[src/rtl/core/mkhd_pkg.sv]
// Shared types and constants for the keystream header decryptor.
`timescale 1ns / 1ps
package mkhd_pkg;

   localparam int unsigned KEY_W  = 31;
   localparam int unsigned PROD_W = 47;
   localparam int unsigned POS_W  = 6;

   localparam logic [15:0]      MULTIPLIER  = 16'd48271;
   localparam logic [KEY_W-1:0] MODULUS     = 31'h7FFF_FFFF;
   localparam logic [POS_W-1:0] OFFSET_POS  = 6'h20;
   localparam logic [POS_W-1:0] SIZE_POS    = 6'h24;
   localparam logic [POS_W-1:0] RECORD_LEN  = 6'h28;
   localparam logic [POS_W-1:0] RECORD_LAST = RECORD_LEN - 6'd1;

   localparam logic REQ_START = 1'b0;
   localparam logic REQ_BYTE  = 1'b1;

   typedef enum logic [1:0] {
      KIND_NAME   = 2'd0,
      KIND_OFFSET = 2'd1,
      KIND_SIZE   = 2'd2
   } field_kind_type;

   // Per-cycle control from the top level to the state-holding units.
   typedef struct packed {
      logic start;    // start beat leaves the input register
      logic advance;  // byte beat leaves the input register
   } stream_ctrl_type;

   typedef struct packed {
      field_kind_type kind;
      logic           kept;
      logic           done;
      logic [31:0]    offset;
      logic [31:0]    size;
   } record_fields_type;

endpackage

[src/rtl/core/mkhd_record.sv]
// Record position tracking and offset/size assembly.
`timescale 1ns / 1ps
module mkhd_record
   import mkhd_pkg::*;
(
   input  logic              clock,
   input  logic              reset,
   input  stream_ctrl_type   ctrl,
   input  logic [7:0]        plain_byte,
   output record_fields_type fields
);

   logic [POS_W-1:0] pos_ff;
   logic [POS_W-1:0] pos_in;
   logic [31:0]      offset_ff;
   logic [31:0]      offset_in;
   logic [23:0]      size_ff;
   logic [23:0]      size_in;
   logic [POS_W-1:0] pos;
   logic [1:0]       lane;

   assign pos  = (pos_ff >= RECORD_LEN) ? '0 : pos_ff;
   assign lane = pos[1:0];   // byte lane within offset or size word

   always_comb begin
      fields        = '0;
      fields.kind   = KIND_NAME;
      offset_in     = offset_ff;
      size_in       = size_ff;
      pos_in        = pos_ff;

      if (pos < OFFSET_POS) begin
         fields.kind = KIND_NAME;
         fields.kept = (plain_byte != 8'd0);
      end else if (pos < SIZE_POS) begin
         fields.kind = KIND_OFFSET;
         case (lane)
            2'd0:    offset_in[7:0]   = offset_ff[7:0]   | plain_byte;
            2'd1:    offset_in[15:8]  = offset_ff[15:8]  | plain_byte;
            2'd2:    offset_in[23:16] = offset_ff[23:16] | plain_byte;
            default: offset_in[31:24] = offset_ff[31:24] | plain_byte;
         endcase
      end else begin
         fields.kind = KIND_SIZE;
         if (pos == RECORD_LAST) begin
            fields.done   = 1'b1;
            fields.offset = offset_ff;
            fields.size   = {plain_byte, size_ff};
         end else begin
            case (lane)
               2'd0:    size_in[7:0]   = size_ff[7:0]   | plain_byte;
               2'd1:    size_in[15:8]  = size_ff[15:8]  | plain_byte;
               2'd2:    size_in[23:16] = size_ff[23:16] | plain_byte;
               default: size_in        = size_ff;
            endcase
         end
      end

      if (fields.done) begin
         pos_in    = '0;
         offset_in = '0;
         size_in   = '0;
      end else begin
         pos_in = pos + 6'd1;
      end

      if (ctrl.start) begin
         pos_in    = '0;
         offset_in = '0;
         size_in   = '0;
      end else if (!ctrl.advance) begin
         pos_in    = pos_ff;
         offset_in = offset_ff;
         size_in   = size_ff;
      end
   end

   always_ff @(posedge clock) begin
      if (reset) begin
         pos_ff    <= '0;
         offset_ff <= '0;
         size_ff   <= '0;
      end else begin
         pos_ff    <= pos_in;
         offset_ff <= offset_in;
         size_ff   <= size_in;
      end
   end

endmodule

[config.mk]
export PLATFORM = sky130hd
export DESIGN_NAME = mkhd_record
export DESIGN_NICKNAME = d
export VERILOG_FILES = /design/src/rtl/core/mkhd_pkg.sv /design/src/rtl/core/mkhd_record.sv
export SDC_FILE = /design/constraint.sdc
export NUM_CORES = 1
export LEC_CHECK = 0
export ABC_AREA = 1
export BUFFER_PORTS_ARGS = -buffer_cell sky130_fd_sc_hd__buf_2
export CORE_MARGIN = 3
export CORE_UTILIZATION = 35
export DETAILED_ROUTE_END_ITERATION = 7
export PLACE_DENSITY_LB_ADDON = 0.25
export SLEW_MARGIN = 30
export SYNTH_ARGS = -nofsm -noshare
export SYNTH_HDL_FRONTEND = slang
export SYNTH_SLANG_ARGS = --single-unit
[constraint.sdc]
create_clock -name clock -period 2.25 [get_ports clock]
set_clock_uncertainty 0.1 [all_clocks]
set_input_delay 0.1125 -clock clock [delete_from_list [all_inputs] [get_ports clock]]
set_output_delay 0.1125 -clock clock [all_outputs]
set_load 0.01 [all_outputs]
==> flow_summary_export.csv, run 1 <==
group,metric,value,unit
run_status,status,"finished, final reports clean",
worst_setup_path,timing.rr.start,"pos_ff[4]",
global_route,antenna_found_initial,0,
placement,placed_area,0.003483,mm2
clocking,clock_sinks,62,
global_route,grt_use_total,0.1578,
yosys,avgSynthCellArea,7.683,um2
cells_and_area,fill_cells,896,
cells_and_area,final_cell_count_no_fill,584,
detailed_routing,first_iter_violations,119,
yosys,ys_top_cells_by_count,"inv_1 (76), nor2_1 (67), dfxtp_1 (62), nand3_1 (62), a21oi_2 (40)",
cells_and_area,num_antenna_cells,0,
worst_setup_path,critPathKind,"reg2out",
power,leakage,1.451,nW
timing,worst_pin_slew,0.3360,ns
clocking,clkLatencyLatePin,0.32,ns
yosys,netlist_instances,405,
yosys,ys.flop_type,"dfxtp_1",
placement,hpwl,5316,um
timing,setup_viol,0,
clocking,cts_root_buf,"clkbuf_8",
detailed_routing,drc_errors,0,
cells_and_area,syn2layout_area_growth,19.70,%
placement,dp.cells,566,
yosys,synth-seq-cells,62,
clocking,cts_buffers,9,
detailed_routing,vias_per_cell,4.618,
worst_setup_path,crit_start,"pos_ff[4]",
timing,fin_ws,0.1785,ns
timing,slew_violations,0,
placement,place_congestion,0.8073,
floorplan,core-area,0.008423,mm2
run,maxCapViolCount,0,
hold_path,hp-class,"in2reg",
global_route,grt_pass1_vias,2546,
cells_and_area,drive_gt1_frac,0.3507,
floorplan,die_y,100.3,um
worst_setup_path,r2r_cells,9,
yosys,yosysMostFrequentCell,"inv_1",
global_route,grt_max_degree,43,
worst_setup_path,r2r_setup_slack,0.31,ns
timing,fin_crit_sh,0.9207,
power,ir_drop,235.8,uV
worst_setup_path,cp.arrival,1.86,ns
clocking,clockBufferDepth,2,
yosys,syn_area,0.003112,mm2
power,power.density,545.4,mW/mm2
timing,rsz0062_at_grt,"false",
yosys,yosysTopAreaCell,"dfxtp_1",
floorplan,initial_core_util,0.3694,
worst_setup_path,cp_data_required_time,2.04,ns
timing,finalHoldViolCount,0,
yosys,synth_top_area_share,0.3989,
detailed_routing,wl_per_cell,13.35,um
placement,port_buffers,79,
worst_setup_path,endpoint_kind,"output port",
worst_setup_path,cp_max_fo,25,
cells_and_area,design_area,0.003725,mm2
worst_setup_path,startpoint_type,"flip-flop",
clocking,path_clk_slew,0.06,ns
placement,dp_slack,0.1203,ns
timing,tns,0,ns
power,total_power,2.032,mW
floorplan,dieArea,0.01006,mm2
detailed_routing,dr.pass1.iters,4,
global_route,grt_pass1_wl,12720,um
floorplan,rows,33,
yosys,ys_types,26,
yosys,synth_edf_count,0,
floorplan,ios,80,
worst_setup_path,crit_path_end,"fields[57]",
timing,fin_crit,2.071,ns
yosys,syn_nets,422,
timing,slew_headroom,0.7757,
worst_setup_path,r2r_end,"offset_ff[15]",
detailed_routing,antenna_left,0,
detailed_routing,dr_total_vias,2697,
detailed_routing,wirelength,7795,um
global_route,grt_overflow,0,
yosys,synth.area.top_cells,"dfxtp_1 (40%), a21oi_2 (11%), nand3_1 (10%)",
clocking,ctsHtreeMaxLevel,3,
floorplan,die_w,100.3,um
clocking,cts_tree,"yes",
cells_and_area,nNetsFinal,492,
yosys,async_reset_ff_frac,0,
yosys,yosysWarnings,0,
yosys,yosysSeqAreaShare,0.3989,
timing,fmax,482.7,MHz
worst min path at each step:
stage	startpoint	endpoint	slack [ns]	cells past startpoint
finish	ctrl[0]	pos_ff[4]	0.04	3
global route	ctrl[0]	pos_ff[4]	0.04	3
CTS	ctrl[0]	pos_ff[4]	0.02	3
detailed placement	offset_ff[24]	offset_ff[24]	0.35	2
global placement	offset_ff[24]	offset_ff[24]	0.35	2
floorplan	ctrl[0]	pos_ff[2]	0.17	2
flip-flops by register name, summed over array words and instances (netlist names):
| signal | flops |
|---|---|
| pos_ff | 6 |
| offset_ff | 32 |
| size_ff | 24 |
logic make-up after synthesis:
group,Yosys count,synth area share
buffers and inverters,109,0.1753
flip-flops,62,0.3989
adder cells (fa/ha/maj),5,0.02010
AND/OR/NAND/NOR,161,0.2437
AO/OA/AOI/OAI,68,0.1620
layer usage:
| metal | track usage | vias to the layer above | part of all wire |
|---|---|---|---|
| met5 | 0 | - | 0 |
| met3 | 0.03753 | 4 | 0.067 |
| li1 | - | 1386 | - |
| met1 | 0.2177 | 1226 | 0.47 |
| met2 | 0.2482 | 81 | 0.46 |
| met4 | 0.04041 | 0 | 0.0045 |
cells in the final DEF, fill, tap and decap left out, types with 7 or more instances in the layout:
master and n:
a21oi_1 23, nor2_1 67, a21oi_2 40, nand2_1 15
clkbuf_8 10, inv_1 74, buf_4 7, nand3_1 62
dfxtp_1 59, buf_2 79
per-stage QoR:
| step | util | hold WS (ns) |
|---|---|---|
| floorplan | - | 0.1725 |
| global placement | 0.4135 | 0.3503 |
| detailed placement | 0.4135 | 0.3529 |
| CTS | 0.4357 | 0.01793 |
| global route | 0.4422 | 0.04062 |
| finish | 0.4422 | 0.03717 |
worst max-delay path: stages, from the launching register on:
cell and delay [ns]:
dfxtp_2 0.36, o21ai_4 0.20, nand2_2 0.11, inv_2 0.11
ha_4 0.20, nand2_8 0.10, buf_12 0.18, nor2_1 0.12
buf_2 0.15
report_power, final:
part | internal, mW | switching [mW]
sequential | 1.10 | 0.00108
combinational | 0.0208 | 0.0768
clock | 0.420 | 0.415
total | 1.54 | 0.493
repair_timing:
item	4_1_cts	5_1_grt
hold buffers	0	0
setup buffers	0	3
endpoints found under the setup margin	54	53
pin swaps	1	1
gates resized for setup	4	8
cell type report:
| type | instances | area, um2 | share of cell area |
|---|---|---|---|
| Clock inverter | 4 | 23.77 | 0.006382 |
| Timing Repair Buffer | 90 | 528.0 | 0.1418 |
| Sequential cell | 62 | 1245 | 0.3342 |
| Multi-Input combinational cell | 234 | 1363 | 0.3658 |
| Inverter | 78 | 292.8 | 0.07860 |
| Clock buffer | 11 | 141.4 | 0.03796 |
| Tap cell | 105 | 131.4 | 0.03527 |
No activity file was read; power rests on OpenSTA's default activity.
==> run 2, diff against run 1 <==
--- a/config.mk
+++ b/config.mk
@@ -8,10 +8,10 @@
 export ABC_AREA = 1
 export BUFFER_PORTS_ARGS = -buffer_cell sky130_fd_sc_hd__buf_2
 export CORE_MARGIN = 3
-export CORE_UTILIZATION = 35
+export CORE_UTILIZATION = 30
 export DETAILED_ROUTE_END_ITERATION = 7
 export PLACE_DENSITY_LB_ADDON = 0.25
-export SLEW_MARGIN = 30
+export SLEW_MARGIN = 15
 export SYNTH_ARGS = -nofsm -noshare
 export SYNTH_HDL_FRONTEND = slang
 export SYNTH_SLANG_ARGS = --single-unit
==> flow_summary_export.csv, run 2 (synthesis results as in run 1) <==
group,metric,value,unit
run_status,status,"finished, final reports clean",
worst_setup_path,timing.rr.start,"pos_ff[4]",
global_route,grt_use_total,0.1443,
timing,fin_crit,2.108,ns
floorplan,core-area,0.009910,mm2
clocking,ctsHtreeMaxLevel,3,
global_route,grt_pass1_vias,2587,
clocking,clkLatencyLatePin,0.34,ns
worst_setup_path,startpoint_type,"flip-flop",
worst_setup_path,path_cells,"o21ai_2 -> nand2_1 -> inv_2 -> ha_4 -> nand2_8 -> clkbuf_16 -> nor2_1 -> buf_2",
worst_setup_path,cp_slowest_cell,"dfxtp_1",
worst_setup_path,crit_family,"buffers and inverters",
timing,slew_headroom,0.7942,
clocking,clockBufferDepth,2,
cells_and_area,reg_top3,"offset_ff x32, size_ff x24, pos_ff x6",
cells_and_area,final_common_cell,"buf_2",
floorplan,die_y,107.8,um
worst_setup_path,critPathBufInv,3,
detailed_routing,first_iter_violations,185,
clocking,cts_tree,"yes",
clocking,path_clk_slew,0.08,ns
power,leakage,1.497,nW
worst_setup_path,r2r_end,"size_ff[3]",
run,maxCapViolCount,0,
hold_path,hp-start,"plain_byte[7]",
global_route,grt_max_degree,49,
placement,dp_slack,0.1833,ns
timing,hold_ws,0.04372,ns
floorplan,rows,36,
worst_setup_path,endpoint_kind,"output port",
power,internal_power,1.779,mW
timing,fin_crit_sh,0.9369,
hold_path,hold_end,"offset_ff[15]",
cells_and_area,largest-register,"offset_ff",
placement,port_buffers,79,
timing,worst_pin_slew,0.3059,ns
power,combPwrFrac,0.043,
power,swShare,0.2350,
power,seqPwrFrac,0.472,
placement,placed_area,0.003518,mm2
timing,setup_viol,0,
power,p_switching,546.4,uW
global_route,antenna_found_initial,0,
worst_setup_path,r2r_setup_slack,0.37,ns
cells_and_area,most-common-layout-cells,"buf_2 (79), inv_1 (74), nor2_1 (67)",
timing,fmax,474.4,MHz
worst_setup_path,critPathKind,"reg2out",
worst_setup_path,crit_start,"pos_ff[4]",
clocking,clock_sinks,62,
worst_setup_path,cp.arrival,1.90,ns
placement,place_congestion,0.9015,
power,power.density,603.9,mW/mm2
floorplan,ios,80,
worst_setup_path,r2r_cells,9,
detailed_routing,dr.pass1.iters,4,
detailed_routing,drc_errors,0,
cells_and_area,utilization,0.3885,
global_route,grt_pass1_wl,13190,um
cells_and_area,nNetsFinal,494,
clocking,cts_root_buf,"clkbuf_8",
cells_and_area,largest_register_ff_count,32,
hold_path,holdPathStages,3,
cells_and_area,fill_cells,1088,
detailed_routing,wl_per_cell,13.73,um
placement,hpwl,5589,um
detailed_routing,antenna_left,0,
cells_and_area,design_area,0.003850,mm2
detailed_routing,vias_per_cell,4.413,
timing,finalHoldViolCount,0,
clocking,cts_buffers,9,
hold_path,hp-class,"in2reg",
worst_setup_path,cp_data_required_time,2.04,ns
floorplan,die_w,107.8,um
power,ir_drop,347.5,uV
power,clkPwrFrac,0.485,
detailed_routing,dr_total_vias,2714,
global_route,grt_overflow,0,
timing,fin_ws,0.1419,ns
cells_and_area,drive_gt1_frac,0.3465,
worst_setup_path,cp_slowest_stage_delay,0.36,ns
cells_and_area,num_antenna_cells,0,
floorplan,dieArea,0.01163,mm2
floorplan,initial_core_util,0.3140,
worst_setup_path,cp_max_fo,24,
cells_and_area,syn2layout_area_growth,23.72,%
detailed_routing,wirelength,8443,um
timing,slew_violations,0,
## run 2: changes by cell type in the layout (fill, tap and decap cells not counted), moves of 2 or more
cell	previous run	this run
buf_12	4	2
bufinv_16	0	2
clkinv_2	3	0
clkinvlp_4	0	2
dfxtp_1	59	62
dfxtp_2	3	0
## run 2: worst max-delay path by stage
| stage | endpoint | slack [ns] | cells past startpoint |
|---|---|---|---|
| finish | fields[43] | 0.14 | 8 |
| global route | fields[15] | -0.0001 | 8 |
| CTS | fields[32] | 0.03 | 8 |
| detailed placement | fields[32] | 0.18 | 8 |
| global placement | fields[10] | 0.27 | 8 |
| floorplan | offset_ff[31] | 0.22 | 9 |
## run 2: routing by layer
layer / share of wire / global-route usage
met3: 0.059 / 0.04439
met4: 0.0068 / 0.03246
met2: 0.48 / 0.2380
met5: 0 / 0
met1: 0.46 / 0.1848
## run 2: power groups by stage
stage | registers (mW) | clock network (mW) | logic [mW]
detailed placement | 1.12 | 0 | 0.0979
global route | 1.10 | 1.21 | 0.109
CTS | 1.10 | 1.16 | 0.101
global placement | 1.12 | 0 | 0.0978
floorplan | 1.12 | 0 | 0.0821
finish | 1.10 | 1.13 | 0.100
## run 2: repair_timing
item	in CTS	in global routing
endpoints found under the setup margin	59	48
buffers inserted	0	2
hold endpoints to repair	1	0
hold buffers	1	0
gates resized for setup	6	3
cloned	0	2
## run 2: cell type report
type                            instances  area, um2  share of cell area
Clock inverter                          6      92.59             0.02405
Tap cell                              133      166.4             0.04322
Multi-Input combinational cell        235       1369              0.3555
Sequential cell                        62       1241              0.3224
Clock buffer                           10      137.6             0.03575
Inverter                               78      292.8             0.07605
Timing Repair Buffer                   91      550.5              0.1430
## run 2: per-stage QoR
stage               setup TNS, ns  cells  power (mW)
finish                          0    615       2.325
global route           -0.0001412    615       2.413
CTS                             0    611       2.355
detailed placement              0    594       1.222
global placement                0    594       1.222
floorplan                       0    405       1.206
## run 2: worst register-to-register path: stages (launching register included)
cell and delay (ns):
dfxtp_1 0.36, o21ai_2 0.18, nand2_1 0.13, inv_2 0.12, ha_4 0.19, buf_4 0.14, nand2_4 0.13, nand2_4 0.22
nand3_1 0.11, a21oi_1 0.14
==> run 3, diff against run 2 <==
--- a/config.mk
+++ b/config.mk
@@ -7,6 +7,7 @@
 export LEC_CHECK = 0
 export ABC_AREA = 1
 export BUFFER_PORTS_ARGS = -buffer_cell sky130_fd_sc_hd__buf_2
+export CAP_MARGIN = 20
 export CORE_MARGIN = 3
 export CORE_UTILIZATION = 30
 export DETAILED_ROUTE_END_ITERATION = 7
==> constraint.sdc (replaced) <==
create_clock -name clock -period 2.56 [get_ports clock]
set_clock_uncertainty 0.1 [all_clocks]
set_input_delay 0.128 -clock clock [delete_from_list [all_inputs] [get_ports clock]]
set_output_delay 0.128 -clock clock [all_outputs]
set_load 0.01 [all_outputs]
==> flow_summary_export.csv, run 3 (synthesis results as in run 1) <==
group,metric,value,unit
global_route,grtUsageMet2,0.2420,
detailed_routing,dr_total_vias,2703,
timing,slew_headroom,0.7418,
floorplan,die_y,107.8,um
worst_setup_path,cp_slowest_stage_delay,0.37,ns
global_route,grt_pass1_wl,13320,um
run_status,status,"finished, final reports clean",
detailed_routing,vias_per_cell,4.446,
clocking,path_clk_slew,0.07,ns
floorplan,dieArea,0.01163,mm2
timing,fin_ws,0.1599,ns
detailed_routing,wl_per_cell,13.38,um
timing,rsz0062_at_grt,"false",
placement,port_buffers,79,
power,total_power,1.792,mW
hold_path,hp-class,"in2reg",
clocking,clockBufferDepth,2,
global_route,grt_use_total,0.1463,
cells_and_area,final_common_cell,"buf_2",
power,power.density,487.9,mW/mm2
clocking,clock_sinks,62,
power,ir_drop,197.6,uV
global_route,grt-busiest-layer,"met2",
cells_and_area,regArea,0.001241,mm2
clocking,ctsHtreeMaxLevel,3,
timing,setup_viol,0,
run,maxCapViolCount,0,
cells_and_area,drive_gt1_frac,0.3284,
floorplan,initial_core_util,0.3140,
placement,dp_slack,0.3681,ns
worst_setup_path,cp.arrival,2.17,ns
cells_and_area,num_antenna_cells,0,
clocking,cts_tree,"yes",
placement,place_congestion,0.8328,
detailed_routing,wirelength,8138,um
worst_setup_path,startpoint_type,"flip-flop",
global_route,use_met3,0.04199,
detailed_routing,dr.pass1.iters,4,
global_route,grt_overflow,0,
cells_and_area,reg_top3,"offset_ff x32, size_ff x24, pos_ff x6",
worst_setup_path,endpoint_kind,"output port",
global_route,antenna_found_initial,0,
worst_setup_path,cp_data_required_time,2.33,ns
timing,slew_violations,0,
power,leakage,1.410,nW
floorplan,die_w,107.8,um
timing,fin_crit_sh,0.9375,
worst_setup_path,cp_slowest_cell,"dfxtp_1",
clocking,clkLatencyLatePin,0.34,ns
detailed_routing,drc_errors,0,
placement,hpwl,5556,um
cells_and_area,nNetsFinal,487,
cells_and_area,most-common-layout-cells,"buf_2 (79), inv_1 (76), nor2_1 (67)",
cells_and_area,largest-register,"offset_ff",
cells_and_area,utilization,0.3707,
floorplan,ios,80,
global_route,grt_max_degree,57,
cells_and_area,multiInputGateArea,0.001340,mm2
floorplan,rows,36,
detailed_routing,first_iter_violations,167,
worst_setup_path,path_cells,"o21ai_2 -> nand2_1 -> inv_1 -> ha_2 -> nand2_8 -> buf_4 -> nor2_1 -> buf_2",
global_route,gr-usage-met1,0.1847,
cells_and_area,syn2layout_area_growth,18.05,%
timing,fin_crit,2.400,ns
worst_setup_path,critPathKind,"reg2out",
detailed_routing,antenna_left,0,
clocking,cts_root_buf,"clkbuf_8",
timing,tns,0,ns
cells_and_area,fill_cells,1122,
clocking,cts_buffers,9,
global_route,grt_pass1_vias,2665,
timing,worst_pin_slew,0.3868,ns
worst_setup_path,cp_max_fo,29,
floorplan,core-area,0.009910,mm2
cells_and_area,largest_register_ff_count,32,
timing,finalHoldViolCount,0,
timing,fmax,416.6,MHz
## run 3: layer usage
metal	share of wire	routed length (um)
met1	0.46	3723
met3	0.061	496
met4	0.013	106
met2	0.47	3811
met5	0	0
## run 3: final timing paths
kind	slack [ns]	end	cells past startpoint	from
worst max register to register	0.47	offset_ff[10]	9	pos_ff[3]
worst max-delay path	0.16	fields[29]	8	pos_ff[3]
worst min register to register	0.36	offset_ff[18]	2	offset_ff[18]
worst min-delay path	0.03	pos_ff[2]	3	ctrl[0]
## run 3: final cells by class
| class | instances | area share |
|---|---|---|
| clock buffer | 12 | 0.03951 |
| clock inverter | 4 | 0.006131 |
| inverter | 78 | 0.07970 |
| multi-input combinational | 234 | 0.3648 |
| sequential | 62 | 0.3379 |
| tap | 133 | 0.04530 |
| timing repair buffer | 85 | 0.1267 |
## run 3: repair_timing
item / 4_1_cts / 5_1_grt
resized for setup: 1 / 2
hold buffers: 0 / 0
endpoints found under the setup margin: 2 / 43
buffers inserted: 0 / 0
## run 3: critical path: cells and delay by family, from the launching register on
kind                     cells  cell delay [ns]
buffers and inverters        3             0.55
flip-flops                   1             0.37
adder cells (fa/ha/maj)      1             0.30
AO/OA/AOI/OAI                1             0.19
AND/OR/NAND/NOR              3             0.41
## run 3: metrics by stage
stage / cell area, um2 / std cells / hold slack [ns]
floorplan: 3112 / 405 / 0.1880
global placement: 3491 / 592 / 0.3447
detailed placement: 3491 / 592 / 0.3554
CTS: 3667 / 608 / 0.01013
global route: 3674 / 608 / 0.02263
finish: 3674 / 608 / 0.02985
## run 3: power by group
group	total, mW	switching (mW)	internal, mW	leakage (nW)
Combinational	0.0848	0.0679	0.0169	0.824
Clock	0.742	0.369	0.373	0.0861
Sequential	0.966	0.000749	0.965	0.499
Total	1.79	0.437	1.36	1.41
